`config.mk`:
```
export PLATFORM = sky130hd
export DESIGN_NAME = ctpp_queue
export DESIGN_NICKNAME = d
export VERILOG_FILES = /design/src/hdl/complex_trace_peak_phase_unit_defines.svh /design/src/hdl/ctpp_pkg.sv /design/src/hdl/ctpp_queue.sv
export SDC_FILE = /design/constraint.sdc
export NUM_CORES = 1
export LEC_CHECK = 0
export BUFFER_PORTS_ARGS = -buffer_cell sky130_fd_sc_hd__buf_2
export CAP_MARGIN = 25
export CELL_PAD_IN_SITES_DETAIL_PLACEMENT = 1
export CELL_PAD_IN_SITES_GLOBAL_PLACEMENT = 1
export CORE_MARGIN = 2
export CORE_UTILIZATION = 54
export DETAILED_ROUTE_END_ITERATION = 10
export PLACE_DENSITY = 0.85
export SLEW_MARGIN = 20
export SYNTH_ARGS = -nofsm -noshare
export SYNTH_HDL_FRONTEND = slang
export SYNTH_SLANG_ARGS = --single-unit
```
`constraint.sdc`:
```
create_clock -name clk -period 10.3 [get_ports clk]
set_clock_uncertainty 0.15 [all_clocks]
set_input_delay 1.03 -clock clk [delete_from_list [all_inputs] [get_ports clk]]
set_output_delay 1.03 -clock clk [all_outputs]
set_load 0.01 [all_outputs]
```
`src/hdl/complex_trace_peak_phase_unit_defines.svh`:
```
// ----------------------------------------------------------------------------
// Complex trace peak phase unit assertion macros
// Concurrent check wrappers, empty when SYNTHESIS is defined.
// ----------------------------------------------------------------------------
`ifndef COMPLEX_TRACE_PEAK_PHASE_UNIT_DEFINES_SVH
`define COMPLEX_TRACE_PEAK_PHASE_UNIT_DEFINES_SVH

`ifndef SYNTHESIS
`define CTPP_ASSERT_IMP(label, clk, rst_n, ante, cons) \
  label: assert property (@(posedge clk) disable iff (!rst_n) (ante) |-> (cons)) \
    else $error("ctpp: same-cycle check failed");
`define CTPP_ASSERT_NXT(label, clk, rst_n, ante, cons) \
  label: assert property (@(posedge clk) disable iff (!rst_n) (ante) |=> (cons)) \
    else $error("ctpp: next-cycle check failed");
`else
`define CTPP_ASSERT_IMP(label, clk, rst_n, ante, cons)
`define CTPP_ASSERT_NXT(label, clk, rst_n, ante, cons)
`endif

`endif

```
`src/hdl/ctpp_pkg.sv`:
```
// ----------------------------------------------------------------------------
// Complex trace peak phase package
// Widths, payload, job and state types, register indexes and the CORDIC angle table.
// ----------------------------------------------------------------------------
package ctpp_pkg;

  localparam int SAMPLE_BITS  = 24;
  localparam int MAX_TRACE    = 16384;
  localparam int PHASE_BITS   = 16;
  localparam int IDX_BITS     = $clog2(MAX_TRACE);
  localparam int LEN_BITS     = 15;
  localparam int SQ_BITS      = 2 * SAMPLE_BITS;
  localparam int ROOT_BITS    = SAMPLE_BITS;
  localparam int REM_BITS     = ROOT_BITS + 3;
  localparam int CORDIC_STEPS = 31;
  localparam int CORDIC_SCALE = 28;
  localparam int CW           = SAMPLE_BITS + CORDIC_SCALE + 4;
  localparam int STEP_BITS    = 5;
  localparam int QUEUE_DEPTH  = 4;
  localparam int QPTR_BITS    = $clog2(QUEUE_DEPTH);
  localparam int QCNT_BITS    = QPTR_BITS + 1;
  localparam int CFG_IDX_BITS = 1;
  localparam int CFG_DATA_BITS = LEN_BITS;

  localparam logic [CFG_IDX_BITS-1:0] REG_DC_ENABLE    = 1'd0;
  localparam logic [CFG_IDX_BITS-1:0] REG_TRACE_LENGTH = 1'd1;
  localparam logic [LEN_BITS-1:0]     TRACE_LEN_RESET  = LEN_BITS'(256);

  typedef struct packed {
    logic signed [SAMPLE_BITS-1:0] sample_real;
    logic signed [SAMPLE_BITS-1:0] sample_imag;
    logic signed [SAMPLE_BITS-1:0] dc_real;
    logic signed [SAMPLE_BITS-1:0] dc_imag;
  } ctpp_in_t;

  typedef struct packed {
    logic        [SAMPLE_BITS-1:0] peak_magnitude;
    logic signed [PHASE_BITS-1:0]  peak_phase;
    logic signed [SAMPLE_BITS-1:0] peak_real;
    logic signed [SAMPLE_BITS-1:0] peak_imag;
    logic        [IDX_BITS-1:0]    peak_index;
  } ctpp_out_t;

  typedef struct packed {
    logic        [SQ_BITS-1:0]     square;
    logic signed [SAMPLE_BITS-1:0] re;
    logic signed [SAMPLE_BITS-1:0] im;
    logic        [IDX_BITS-1:0]    idx;
  } peak_job_t;

  typedef enum logic [1:0] {
    BK_IDLE,
    BK_RUN,
    BK_HOLD
  } back_state_t;

  function automatic logic [31:0] atan_lut(input logic [STEP_BITS-1:0] i);
    logic [31:0] a;
    unique case (i)
      5'd0:  a = 32'h20000000;
      5'd1:  a = 32'h12E4051E;
      5'd2:  a = 32'h09FB385B;
      5'd3:  a = 32'h051111D4;
      5'd4:  a = 32'h028B0D43;
      5'd5:  a = 32'h0145D7E1;
      5'd6:  a = 32'h00A2F61E;
      5'd7:  a = 32'h00517C55;
      5'd8:  a = 32'h0028BE53;
      5'd9:  a = 32'h00145F2F;
      5'd10: a = 32'h000A2F98;
      5'd11: a = 32'h000517CC;
      5'd12: a = 32'h00028BE6;
      5'd13: a = 32'h000145F3;
      5'd14: a = 32'h0000A2FA;
      5'd15: a = 32'h0000517D;
      5'd16: a = 32'h000028BE;
      5'd17: a = 32'h0000145F;
      5'd18: a = 32'h00000A30;
      5'd19: a = 32'h00000518;
      5'd20: a = 32'h0000028C;
      5'd21: a = 32'h00000146;
      5'd22: a = 32'h000000A3;
      5'd23: a = 32'h00000051;
      5'd24: a = 32'h00000029;
      5'd25: a = 32'h00000014;
      5'd26: a = 32'h0000000A;
      5'd27: a = 32'h00000005;
      5'd28: a = 32'h00000003;
      5'd29: a = 32'h00000001;
      5'd30: a = 32'h00000001;
      default: a = 32'h00000000;
    endcase
    return a;
  endfunction

endpackage

```
`src/hdl/ctpp_queue.sv`:
```
// ----------------------------------------------------------------------------
// Complex trace peak phase job queue
// Short FIFO of finished-trace jobs between front end and back end.
// ----------------------------------------------------------------------------
module ctpp_queue (
  input  logic                              clk,
  input  logic                              rst_n,
  input  logic                              push,
  input  ctpp_pkg::peak_job_t               push_data,
  input  logic                              pop,
  output logic                              q_valid,
  output ctpp_pkg::peak_job_t               pop_data,
  output logic [ctpp_pkg::QCNT_BITS-1:0]    q_count
);
  import ctpp_pkg::*;

  peak_job_t              mem [QUEUE_DEPTH];
  logic [QPTR_BITS-1:0]   wr_ptr_r, rd_ptr_r;
  logic [QCNT_BITS-1:0]   count_r;

  assign q_valid  = (count_r != '0);
  assign q_count  = count_r;
  assign pop_data = mem[rd_ptr_r];

  always_ff @(posedge clk) begin
    if (push) begin
      mem[wr_ptr_r] <= push_data;
    end
  end

  always_ff @(posedge clk) begin
    if (!rst_n) begin
      wr_ptr_r <= '0;
      rd_ptr_r <= '0;
      count_r  <= '0;
    end else begin
      if (push) begin
        wr_ptr_r <= wr_ptr_r + QPTR_BITS'(1);
      end
      if (pop) begin
        rd_ptr_r <= rd_ptr_r + QPTR_BITS'(1);
      end
      case ({push, pop})
        2'b10:   count_r <= count_r + QCNT_BITS'(1);
        2'b01:   count_r <= count_r - QCNT_BITS'(1);
        default: count_r <= count_r;
      endcase
    end
  end

endmodule

```
After elaboration in Yosys (flattened, before gate mapping). Memory sizes are Yosys's and may differ from the RTL's. A register that Yosys moved wholly into a read port is not among the register bits. Cells that the tools add are included.

Register bits after elaboration: 7. Latch bits: 0. Memory bits (writable): 440. ROM bits: 0. Bits of input ports: 114. Word-level logic and storage cells: 17. Memories kept: 1.

Add/sub/neg operators: 4. Multiply operators: 0. Div/mod/pow operators: 0. $lt $le $gt $ge: 0. Equality and inequality tests: 2. Shift operators: 0. Multiplexer cells: 5. Bitwise operators: 0. Reductions and logical operators: 2.

Memory list: mem (depth 4, width 110, read ports 1, clocked after memory_dff 1, write ports 1, line ctpp_queue.sv:17) `peak_job_t mem [QUEUE_DEPTH];`.

Operators by type and width (number): $pmux 3 s2 (1); $add 2x1->2 const B (2); $mux 2 (2); $add 3x1->3 const B (1); $reduce_bool 3->1 (1); $sub 3x1->3 const B (1); $eq 2x1->1 const B (1); $eq 2x2->1 const B (1); $mux 1 (2); $reduce_bool 2->1 (1).

Logic depth before layout (Yosys ltp). Gate-level depths: netlist of run 1.

Depth in word-level cells: 3. Depth in mapped cells: 7. Mapped depth without buffers: 7.

Least setup slack after synthesis of run 1. No wires, ideal clock.

Path type: input to register. Start point: input port push. End point: memory mem[0][0] in the netlist's numbering, enable pin. Setup time: 0.481 ns. Data arrival time: 3.562 ns. Slack: 6.107 ns. Stages on the path: 1. Buffers on the path: 0. Cell sequence: and2_1.

Cells in the longest elaborated chain, start to end: 2.

Ends and longest elaborated chain: start, declared (line ctpp_queue.sv:8) `input logic push,`; $mux 1 (line ctpp_queue.sv:26) `if (push) begin`; $mux 1 (implied by the code) (line ctpp_queue.sv:27) `mem[wr_ptr_r] <= push_data;`; end, declared (line ctpp_queue.sv:17).

No other way between the ends.

==> flow_summary.yaml, run 1 <==
clocking:
  cts_max_path_buffers: 3
  worst_setup_hold_path_clk_slew_ns: 0.06
  clock-sinks: 449
  clock-root-buffer: "sky130_fd_sc_hd__clkbuf_16"
  clock_insertion_delay_worst_skew_ns: 0.52
  hold_buffers: 0
  cts_inserted_buffers: 45
  ctsHtreeMaxLevel: 2
  post-cts-setup-buffer-count: 0
  tritoncts: "done"
  cts_repair_resize_count: 0
cells_and_area:
  finish.utilization_pct: 64.8
  num-nets-final: 996
  drive_above_1_share_pct: 45.7
  area_growth_from_synthesis_to_layout_pct: 18.1
sta:
  max_freq_mhz: 246
  setup_tns_ns: 0
  fin_crit_ns: 4.07
  timing.slew.headroom_pct: 36.9
  min_period_over_period_pct: 39.5
  drv_slew: 0
  worst-slew-pin-transition_ns: 0.947
  final-setup-viol-count: 0
  timing_hold_violations_final: 0
  rsz0062_at_grt: "no"
synth:
  ys_seq_area_share_pct: 82.1
  netlist_instances: 619
  seq_cells_post_synth: 449
  synth.net_count: 739
  synth_cell_type_count: 18
  syn-cell-area_um2: 16300
  async_flop_share_pct: 0
  synthDominantAreaCellType: "sky130_fd_sc_hd__edfxtp_1"
  synth_enable_flop_cells: 440
  yosysWarnings: 0
  dominantRegCellSynth: "sky130_fd_sc_hd__edfxtp_1"
  syn_area_per_cell_um2: 26.4
  netlist.area_leader.share_pct: 81.0
  yosys-top-cells-area: "sky130_fd_sc_hd__edfxtp_1 81%, sky130_fd_sc_hd__mux4_2 15%, sky130_fd_sc_hd__dfxtp_1 1.1%"
floorplan:
  boundaryPins: 228
  die_height_um: 178
  initial_core_util_pct: 54.9
  row_count: 63
  fp.dieW_um: 178
  fp.coreArea_um2: 29700
  design.die.area_um2: 31600
routing:
  met2_wirelength_from_detailed_routing_um: 17500
  dr.pass1.iters: 5
  drt.antenna.violating_nets: 0
  met1_routed_length_um: 13500
  routed_via_density: 5.71
  detail_route.iter0.violations: 583
  wl_met3_um: 2510
  wl_per_cell_um: 26.2
  drt_drc_violations_left: 0
  route.vias.total: 7461
  routed.top_layer: "met5"
  routed_wirelength_um: 34300
setup_path:
  ff2ff_path_depth: 4
  worstSetupEndpointType: "primary output"
  crit_path_class: "flop to primary output"
  r2r_setup_slack_ns: 7.60
  worst-path-max-fanout: 43
  critical_path_required_time_ns: 9.12
  worst_setup_path_start_kind: "flop"
  crit_arrival_ns: 2.89
  critical_path.reg2reg.startpoint: "wr_ptr_r[0]$_SDFFE_PN0P_"
  r2r_end: "mem[2][46]$_DFFE_PP_"
global_routing:
  grt_pass1_vias: 8270
  track_usage_pct: 22.1
  grt_antenna_before_repair: 9
  grt.overflow.total: 0
  grt_max_degree: 63
  wire_length_of_the_first_global_routing_pass_um: 51200
outcome:
  status: "completed"
pwr:
  clock_network_fraction_of_total_power_pct: 38.7
  leakage_nw: 6.48
  cellInternalPower_w: 0.00319
  seqPwrFrac_pct: 52.3
  p_switching_w: 0.000897
  worst_ir_drop_vdd_uv: 151
  combinationalPowerShare_pct: 9.0
  power_per_cell_area_nw_per_um2: 212
  p_sw_share_pct: 21.9
placed_design:
  detailedPlacementHpwl_um: 20200
  routabilityCongestion: 0.704
  buffer_ports.inserted: 227
worst_hold_path:
  holdPathStages: 2
  hp-start: "q_count[2]$_SDFFE_PN0P_"
  hp_class: "flop to flop"
  hold_end: "q_count[2]$_SDFFE_PN0P_"
job:
  maxCapViolCount: 0
## worst max-delay path, stage by stage, from the launching register on
cell and delay, ns:
sky130_fd_sc_hd__dfxtp_4 0.74, sky130_fd_sc_hd__buf_4 0.78, sky130_fd_sc_hd__mux4_2 0.63, sky130_fd_sc_hd__buf_2 0.16
## layer usage
metal / GRT usage, % / vias up
met2: 36.9 / 281
met3: 6.28 / 60
met4: 5.91 / 8
met5: 0 / -
met1: 28.8 / 3926
li1: - / 3186
## power groups by stage
stage | sequential (W) | combinational [W] | clock, W
5_1_grt | 0.00215 | 0.000398 | 0.00167
3_3_place_gp | 0.00217 | 0.000359 | 0
2_1_floorplan | 0.00216 | 0.000230 | 0
4_1_cts | 0.00214 | 0.000376 | 0.00161
3_5_place_dp | 0.00218 | 0.000372 | 0
6_report | 0.00214 | 0.000368 | 0.00158
## per-stage QoR
| step | power [W] | instances | setup slack (ns) | cell area, um^2 | hold slack, ns |
|---|---|---|---|---|---|
| floorplan | 0.00239 | 619 | 6.11 | 16300 | 0.366 |
| global placement | 0.00253 | 1219 | 6.66 | 17800 | 0.340 |
| detailed placement | 0.00255 | 1219 | 6.66 | 17800 | 0.376 |
| CTS | 0.00413 | 1300 | 6.09 | 19300 | 0.386 |
| global route | 0.00422 | 1302 | 5.97 | 19300 | 0.425 |
| finish | 0.00409 | 1307 | 6.23 | 19300 | 0.383 |
## kinds of logic after synthesis
logic type | count (synthesis) | synth area share, %
flops | 449 | 82.1
mux | 111 | 15.2
buf+inv | 30 | 1.28
simple gates | 15 | 0.544
fa+ha+maj | 6 | 0.506
xor+xnor | 5 | 0.268
compound gates | 3 | 0.107
## layout by cell type, fill, tap and decap left out, drive strengths merged, types with 3 or more instances in the layout
master,Yosys,final
and2,10,10
buf,22,234
bufinv,0,5
clkbuf,2,50
clkinv,0,22
clkinvlp,0,4
dfxtp,9,9
diode,0,7
edfxtp,440,440
ha,5,5
inv,6,6
mux4,110,110
xor2,3,3
## area by class of cell
class | count | area (um^2)
flip-flops and latches | 449 | 13400
clock inverters | 31 | 278
clock buffers | 50 | 1140
diodes | 7 | 17.5
inverters | 6 | 22.5
repair buffers | 234 | 1190
fillers | 2386 | 10400
multi-input cells | 140 | 2730
well taps | 390 | 488
## cell usage after synthesis (2+ instances only)
library cell               count
sky130_fd_sc_hd__edfxtp_1    440
sky130_fd_sc_hd__mux4_2      110
sky130_fd_sc_hd__buf_2        11
sky130_fd_sc_hd__buf_6        11
sky130_fd_sc_hd__and2_1       10
sky130_fd_sc_hd__dfxtp_1       9
sky130_fd_sc_hd__inv_1         6
sky130_fd_sc_hd__ha_1          5
sky130_fd_sc_hd__xor2_1        3
sky130_fd_sc_hd__clkbuf_1      2
sky130_fd_sc_hd__nand2_1       2
sky130_fd_sc_hd__o21ai_0       2
sky130_fd_sc_hd__or3_1         2
sky130_fd_sc_hd__xnor2_1       2
## sequential cells by signal, summed over array words and instances, names as in the netlist, named ones only
register	cells
q_count	3
mem	440
rd_ptr_r	2
wr_ptr_r	2
## worst max-delay path by stage
stage	from	to	slack (ns)	cells past startpoint
after detailed placement	flop	pop_data[50]	6.66	3
after global routing	flop	pop_data[50]	5.97	3
after floorplan	push	mem[0][0]$_DFFE_PP_	6.11	1
final	flop	pop_data[47]	6.23	3
after CTS	flop	pop_data[50]	6.09	3
after global placement	flop	pop_data[50]	6.66	3
(Power assumes the default switching activity.)
==> run 2: changes to the inputs <==
Settings changed: ABC_AREA from default to 1, CORE_UTILIZATION 54 to 48, PLACE_DENSITY 0.85 to 0.81.
Clock period 10.3 ns to 4.2 ns, I/O delays scaled along.
==> flow_summary.yaml, run 2 <==
outcome:
  status: "completed"
synth:
  main_combinational_cell_family_by_area_after_synthesis: "compound AO/OA/AOI/OAI gates"
  async_flop_share_pct: 0
  synth.net_count: 1240
  netlist.area_leader.share_pct: 77.3
  seq_cells_post_synth: 449
  post_synth_mux_area_share_pct: 0
  dominantRegCellSynth: "sky130_fd_sc_hd__edfxtp_1"
  ys_seq_area_share_pct: 78.3
  synth_enable_flop_cells: 440
  synthDominantAreaCellType: "sky130_fd_sc_hd__edfxtp_1"
  netlist_instances: 1120
  yosysWarnings: 0
  synth-xor-area-share_pct: 0
  synth_most_common_cell: "sky130_fd_sc_hd__edfxtp_1"
  synth_cell_type_count: 22
  synth_area_in_simple_gates_pct: 6.07
  synth-adder-area-share_pct: 0.483
  synth_common_cells: "440 x sky130_fd_sc_hd__edfxtp_1, 203 x sky130_fd_sc_hd__nor2_1, 136 x sky130_fd_sc_hd__o21ai_0, 90 x sky130_fd_sc_hd__o21ai_1, 90 x sky130_fd_sc_hd__o22ai_1"
  syn_area_per_cell_um2: 15.3
  syn-cell-area_um2: 17100
  synth_compound_gate_area_share_pct: 11.5
  yosys-top-cells-area: "sky130_fd_sc_hd__edfxtp_1 77%, sky130_fd_sc_hd__nor2_1 4.5%, sky130_fd_sc_hd__o21ai_0 4.0%"
sta:
  timing_hold_violations_final: 0
  timing.slew.headroom_pct: 36.6
  fin_crit_ns: 3.06
  final-setup-viol-count: 0
  min_period_over_period_pct: 72.9
  drv_slew: 0
  max_freq_mhz: 327
  worst-slew-pin-transition_ns: 0.952
  setup_tns_ns: 0
  rsz0062_at_grt: "no"
cells_and_area:
  area_growth_from_synthesis_to_layout_pct: 22.8
  seq_area_um2: 13400
  drive_above_1_share_pct: 23.4
  final.fill_count: 3353
  num-nets-final: 1567
  final_cell_mix: "440 x sky130_fd_sc_hd__edfxtp_1, 227 x sky130_fd_sc_hd__buf_2, 203 x sky130_fd_sc_hd__nor2_1"
  finish.utilization_pct: 59.5
  layout_commonest_cell: "sky130_fd_sc_hd__edfxtp_1"
  postLayoutCellArea_um2: 21000
  max_ffs_per_register: 440
  register_with_the_most_flip_flops: "mem"
  multi_input_area_um2: 3090
clocking:
  hold_buffers: 111
  post-cts-setup-buffer-count: 0
  clock_insertion_delay_worst_skew_ns: 0.57
  tritoncts: "done"
  clock-sinks: 449
  ctsHtreeMaxLevel: 2
  cts_repair_resize_count: 0
  worst_setup_hold_path_clk_slew_ns: 0.06
  cts_max_path_buffers: 3
  clock-root-buffer: "sky130_fd_sc_hd__clkbuf_16"
  cts_inserted_buffers: 46
routing:
  routed_via_density: 5.54
  routed_wirelength_um: 44600
  dr.pass1.iters: 5
  detail_route.iter0.violations: 648
  drt.antenna.violating_nets: 0
  drt_drc_violations_left: 0
  route.vias.total: 10800
  wl_per_cell_um: 22.9
global_routing:
  wire_length_of_the_first_global_routing_pass_um: 67500
  grt_met1_use_pct: 27.6
  grt_antenna_before_repair: 5
  grt_max_degree: 221
  track_usage_pct: 24.2
  grt_pass1_vias: 12000
  use_met3_pct: 6.73
  groute.layer.met2.usage_pct: 43.8
  grt_busiest_layer: "met2"
  grt.overflow.total: 0
worst_hold_path:
  hp_class: "primary input to flop"
pwr:
  power_per_cell_area_nw_per_um2: 481
  design_power_total_w: 0.0101
  leakage_nw: 7.35
  worst_ir_drop_vdd_uv: 395
floorplan:
  initial_core_util_pct: 48.4
  fp.coreArea_um2: 35300
  fp.dieW_um: 193
  die_height_um: 193
  design.die.area_um2: 37100
  row_count: 69
  boundaryPins: 228
placed_design:
  detailed_place.area_um2: 18500
  routabilityCongestion: 0.721
  detailedPlacementHpwl_um: 23700
  buffer_ports.inserted: 227
setup_path:
  worstSetupEndpointType: "primary output"
  worst-path-max-fanout: 98
  worst_setup_path_start_kind: "flop"
  crit_arrival_ns: 2.49
  crit_path_class: "flop to primary output"
  critical_path_required_time_ns: 3.63
job:
  maxCapViolCount: 0
==> run 2: cell count changes after synthesis, sizes merged, moves of 2 or more <==
cell	delta
o21ai	+224
nor2	+223
mux4	-110
o22ai	+110
buf	+31
clkbuf	+17
inv	+11
and2	-10
nand2	+7
a21oi	+5
xor2	-3
nand3	+2
or3	-2
xnor2	-2
==> run 2: metrics by stage <==
stage / instances / hold WS, ns / setup WS, ns
2_1_floorplan: 1120 / 0.262 / 0.876
3_3_place_gp: 1749 / 0.268 / 1.84
3_5_place_dp: 1749 / 0.322 / 1.77
4_1_cts: 1941 / 0.0454 / 1.14
5_1_grt: 1944 / 0.0972 / 1.06
6_report: 1944 / 0.0819 / 1.14
==> run 2: power by group <==
part / switching (W) / internal (W)
registers: 0.0000540 / 0.00512
clock network: 0.00164 / 0.00223
logic: 0.000678 / 0.000368
==> run 2: worst max-delay path: stages (launching register included) <==
cell and delay, ns:
sky130_fd_sc_hd__dfxtp_4 0.37, sky130_fd_sc_hd__inv_8 0.54, sky130_fd_sc_hd__buf_12 0.35, sky130_fd_sc_hd__o21ai_1 0.15, sky130_fd_sc_hd__o22ai_1 0.24, sky130_fd_sc_hd__buf_2 0.19
==> run 2: per-layer routing <==
metal,part of all wire (%),up-vias
li1,-,4897
met5,0.061,-
met2,53,326
met4,2.3,4
met3,6.4,76
met1,39,5472
==> run 2: cell families (layout without fill, tap and decap cells) <==
family | after synthesis | after routing
buffers and inverters | 89 | 449
other | 0 | 3
AND/OR/NAND/NOR | 235 | 235
flip-flops | 449 | 449
AO/OA/AOI/OAI | 341 | 341
adder cells (fa/ha/maj) | 6 | 6
==> run 2: area by class of cell <==
cell class,instances,area share [%]
timing repair buffer,351,11.6
antenna,3,0.0358
multi-input combinational,582,14.7
clock inverter,21,0.822
sequential,449,63.8
clock buffer,60,5.83
inverter,17,0.393
tap,461,2.75
==> run 2: final timing paths <==
path / from / endpoint / slack (ns) / depth (start not counted)
worst max-delay path: flop / pop_data[31] / 1.14 / 5
worst min-delay path: pop / rd_ptr_r[0]$_SDFFE_PN0P_ / 0.08 / 3
worst max register to register: wr_ptr_r[1]$_SDFFE_PN0P_ / mem[1][79]$_DFFE_PP_ / 2.03 / 5
worst min register to register: rd_ptr_r[1]$_SDFFE_PN0P_ / flop / 0.34 / 1
==> run 3: changes to the inputs <==
Settings changed: ABC_AREA 1 to 0, CORE_UTILIZATION 48 to 50, PLACE_DENSITY 0.81 to 0.8.
Clock period 4.2 ns to 3.05 ns, I/O delays scaled along.
==> flow_summary.yaml, run 3 (synthesis gave the netlist of run 1 again) <==
sta:
  final-setup-viol-count: 0
  rsz0062_at_grt: "no"
  fin_crit_ns: 2.66
  setup_tns_ns: 0
  timing_hold_violations_final: 0
  max_freq_mhz: 376
  worst-slew-pin-transition_ns: 0.697
  worst_slack_ns: 0.392
  timing.slew.headroom_pct: 53.5
  timing.hold.ws_ns: 0.0228
  min_period_over_period_pct: 87.1
  drv_slew: 0
cells_and_area:
  stdcell_count: 1474
  final_cell_mix: "440 x sky130_fd_sc_hd__edfxtp_1, 227 x sky130_fd_sc_hd__buf_2, 111 x sky130_fd_sc_hd__dlygate4sd3_1"
  drive_above_1_share_pct: 40.6
  max_ffs_per_register: 440
  final.fill_count: 2730
  num-nets-final: 1115
  layout_commonest_cell: "sky130_fd_sc_hd__edfxtp_1"
  area_growth_from_synthesis_to_layout_pct: 26.6
  register_with_the_most_flip_flops: "mem"
placed_design:
  post-place-cells: 1279
  buffer_ports.inserted: 227
  detailedPlacementHpwl_um: 20100
  routabilityCongestion: 0.701
  pre_cts_ws_ns: 0.914
routing:
  dr.pass1.iters: 5
  routed_wirelength_um: 34800
  routed_via_density: 5.27
  wl_per_cell_um: 23.6
  detail_route.iter0.violations: 337
  drt_drc_violations_left: 0
  route.vias.total: 7769
  drt.antenna.violating_nets: 0
clocking:
  worst_setup_hold_path_clk_slew_ns: 0.06
  cts_inserted_buffers: 45
  clock-root-buffer: "sky130_fd_sc_hd__clkbuf_16"
  cts_max_path_buffers: 3
  tritoncts: "done"
  clock_insertion_delay_worst_skew_ns: 0.54
  cts_repair_resize_count: 0
  ctsHtreeMaxLevel: 2
  clock-sinks: 449
worst_hold_path:
  holdPathStages: 3
  hp-start: "pop"
  hp_class: "primary input to flop"
  hold_end: "rd_ptr_r[0]$_SDFFE_PN0P_"
floorplan:
  fp.coreArea_um2: 32400
  die_height_um: 185
  row_count: 66
  design.die.area_um2: 34100
  boundaryPins: 228
  fp.dieW_um: 185
  initial_core_util_pct: 50.4
setup_path:
  critical_path.reg2reg.startpoint: "wr_ptr_r[0]$_SDFFE_PN0P_"
  crit_path_class: "flop to primary output"
  worst_setup_path_start_kind: "flop"
  cp_cell_sequence: "buf_12 -> mux4_2 -> buf_2"
  r2r_end: "mem[2][41]$_DFFE_PP_"
  critical_path.max_stage_delay_ns: 0.57
  ff2ff_path_depth: 4
  worst-path-max-fanout: 35
  crit_arrival_ns: 2.20
  critical_path_required_time_ns: 2.59
  r2r_setup_slack_ns: 1.07
  slowest_stage: "sky130_fd_sc_hd__mux4_2"
  worstSetupEndpointType: "primary output"
global_routing:
  track_usage_pct: 21.0
  grt_busiest_layer: "met2"
  grt_pass1_vias: 8731
  grt_antenna_before_repair: 3
  groute.layer.met2.usage_pct: 36.6
  grt.overflow.total: 0
  use_met3_pct: 4.25
  grt_max_degree: 71
  grt_met1_use_pct: 26.7
  wire_length_of_the_first_global_routing_pass_um: 52700
pwr:
  design_power_total_w: 0.0140
  worst_ir_drop_vdd_uv: 503
  leakage_nw: 7.03
  power_per_cell_area_nw_per_um2: 677
job:
  maxCapViolCount: 0
outcome:
  status: "completed"
==> run 3: cell type report <==
class,instances,area (um^2),share of cell area [%]
clock inverters,27,228,1.10
clock buffers,55,1210,5.84
flip-flops and latches,449,13400,64.8
inverters,6,22.5,0.109
multi-input cells,140,2730,13.2
well taps,442,553,2.68
diodes,2,5.00,0.0242
repair buffers,353,2520,12.2
==> run 3: worst max-delay path by stage <==
| stage | depth (start not counted) | start | to |
|---|---|---|---|
| 4_1_cts | 3 | flop | pop_data[12] |
| 5_1_grt | 3 | flop | pop_data[15] |
| 2_1_floorplan | 3 | wr_ptr_r[0]$_SDFFE_PN0P_ | mem[2][0]$_DFFE_PP_ |
| 3_3_place_gp | 3 | flop | pop_data[50] |
| 6_report | 3 | flop | pop_data[15] |
| 3_5_place_dp | 3 | flop | pop_data[12] |
==> run 3: stage by stage <==
stage	area, um^2	utilization [%]
3_3_place_gp	18100	56.0
6_report	20700	63.8
2_1_floorplan	16300	-
4_1_cts	20700	63.8
3_5_place_dp	18100	56.0
5_1_grt	20700	63.8
==> run 3: critical path: cells and delay by family, from the launching register on <==
kind | cells | cell delay (ns)
buffers and inverters | 2 | 0.51
flip-flops | 1 | 0.56
multiplexers | 1 | 0.57
==> run 3: what timing repair did <==
action	4_1_cts	5_1_grt
buffers inserted	0	0
endpoints found under the hold margin	449	0
hold buffers	111	0
==> run 3: report_power, final <==
group          internal [W]  switching [W]  leakage [nW]
sequential          0.00709      0.0000888          4.12
clock               0.00314        0.00224         0.699
combinational      0.000691       0.000745          2.21
==> run 3: metal layers <==
layer  part of all wire, %  up-vias
met5                 0.037        -
met4                   2.4        2
met1                    40     4064
met3                   5.1       64
met2                    52      226
li1                      -     3413
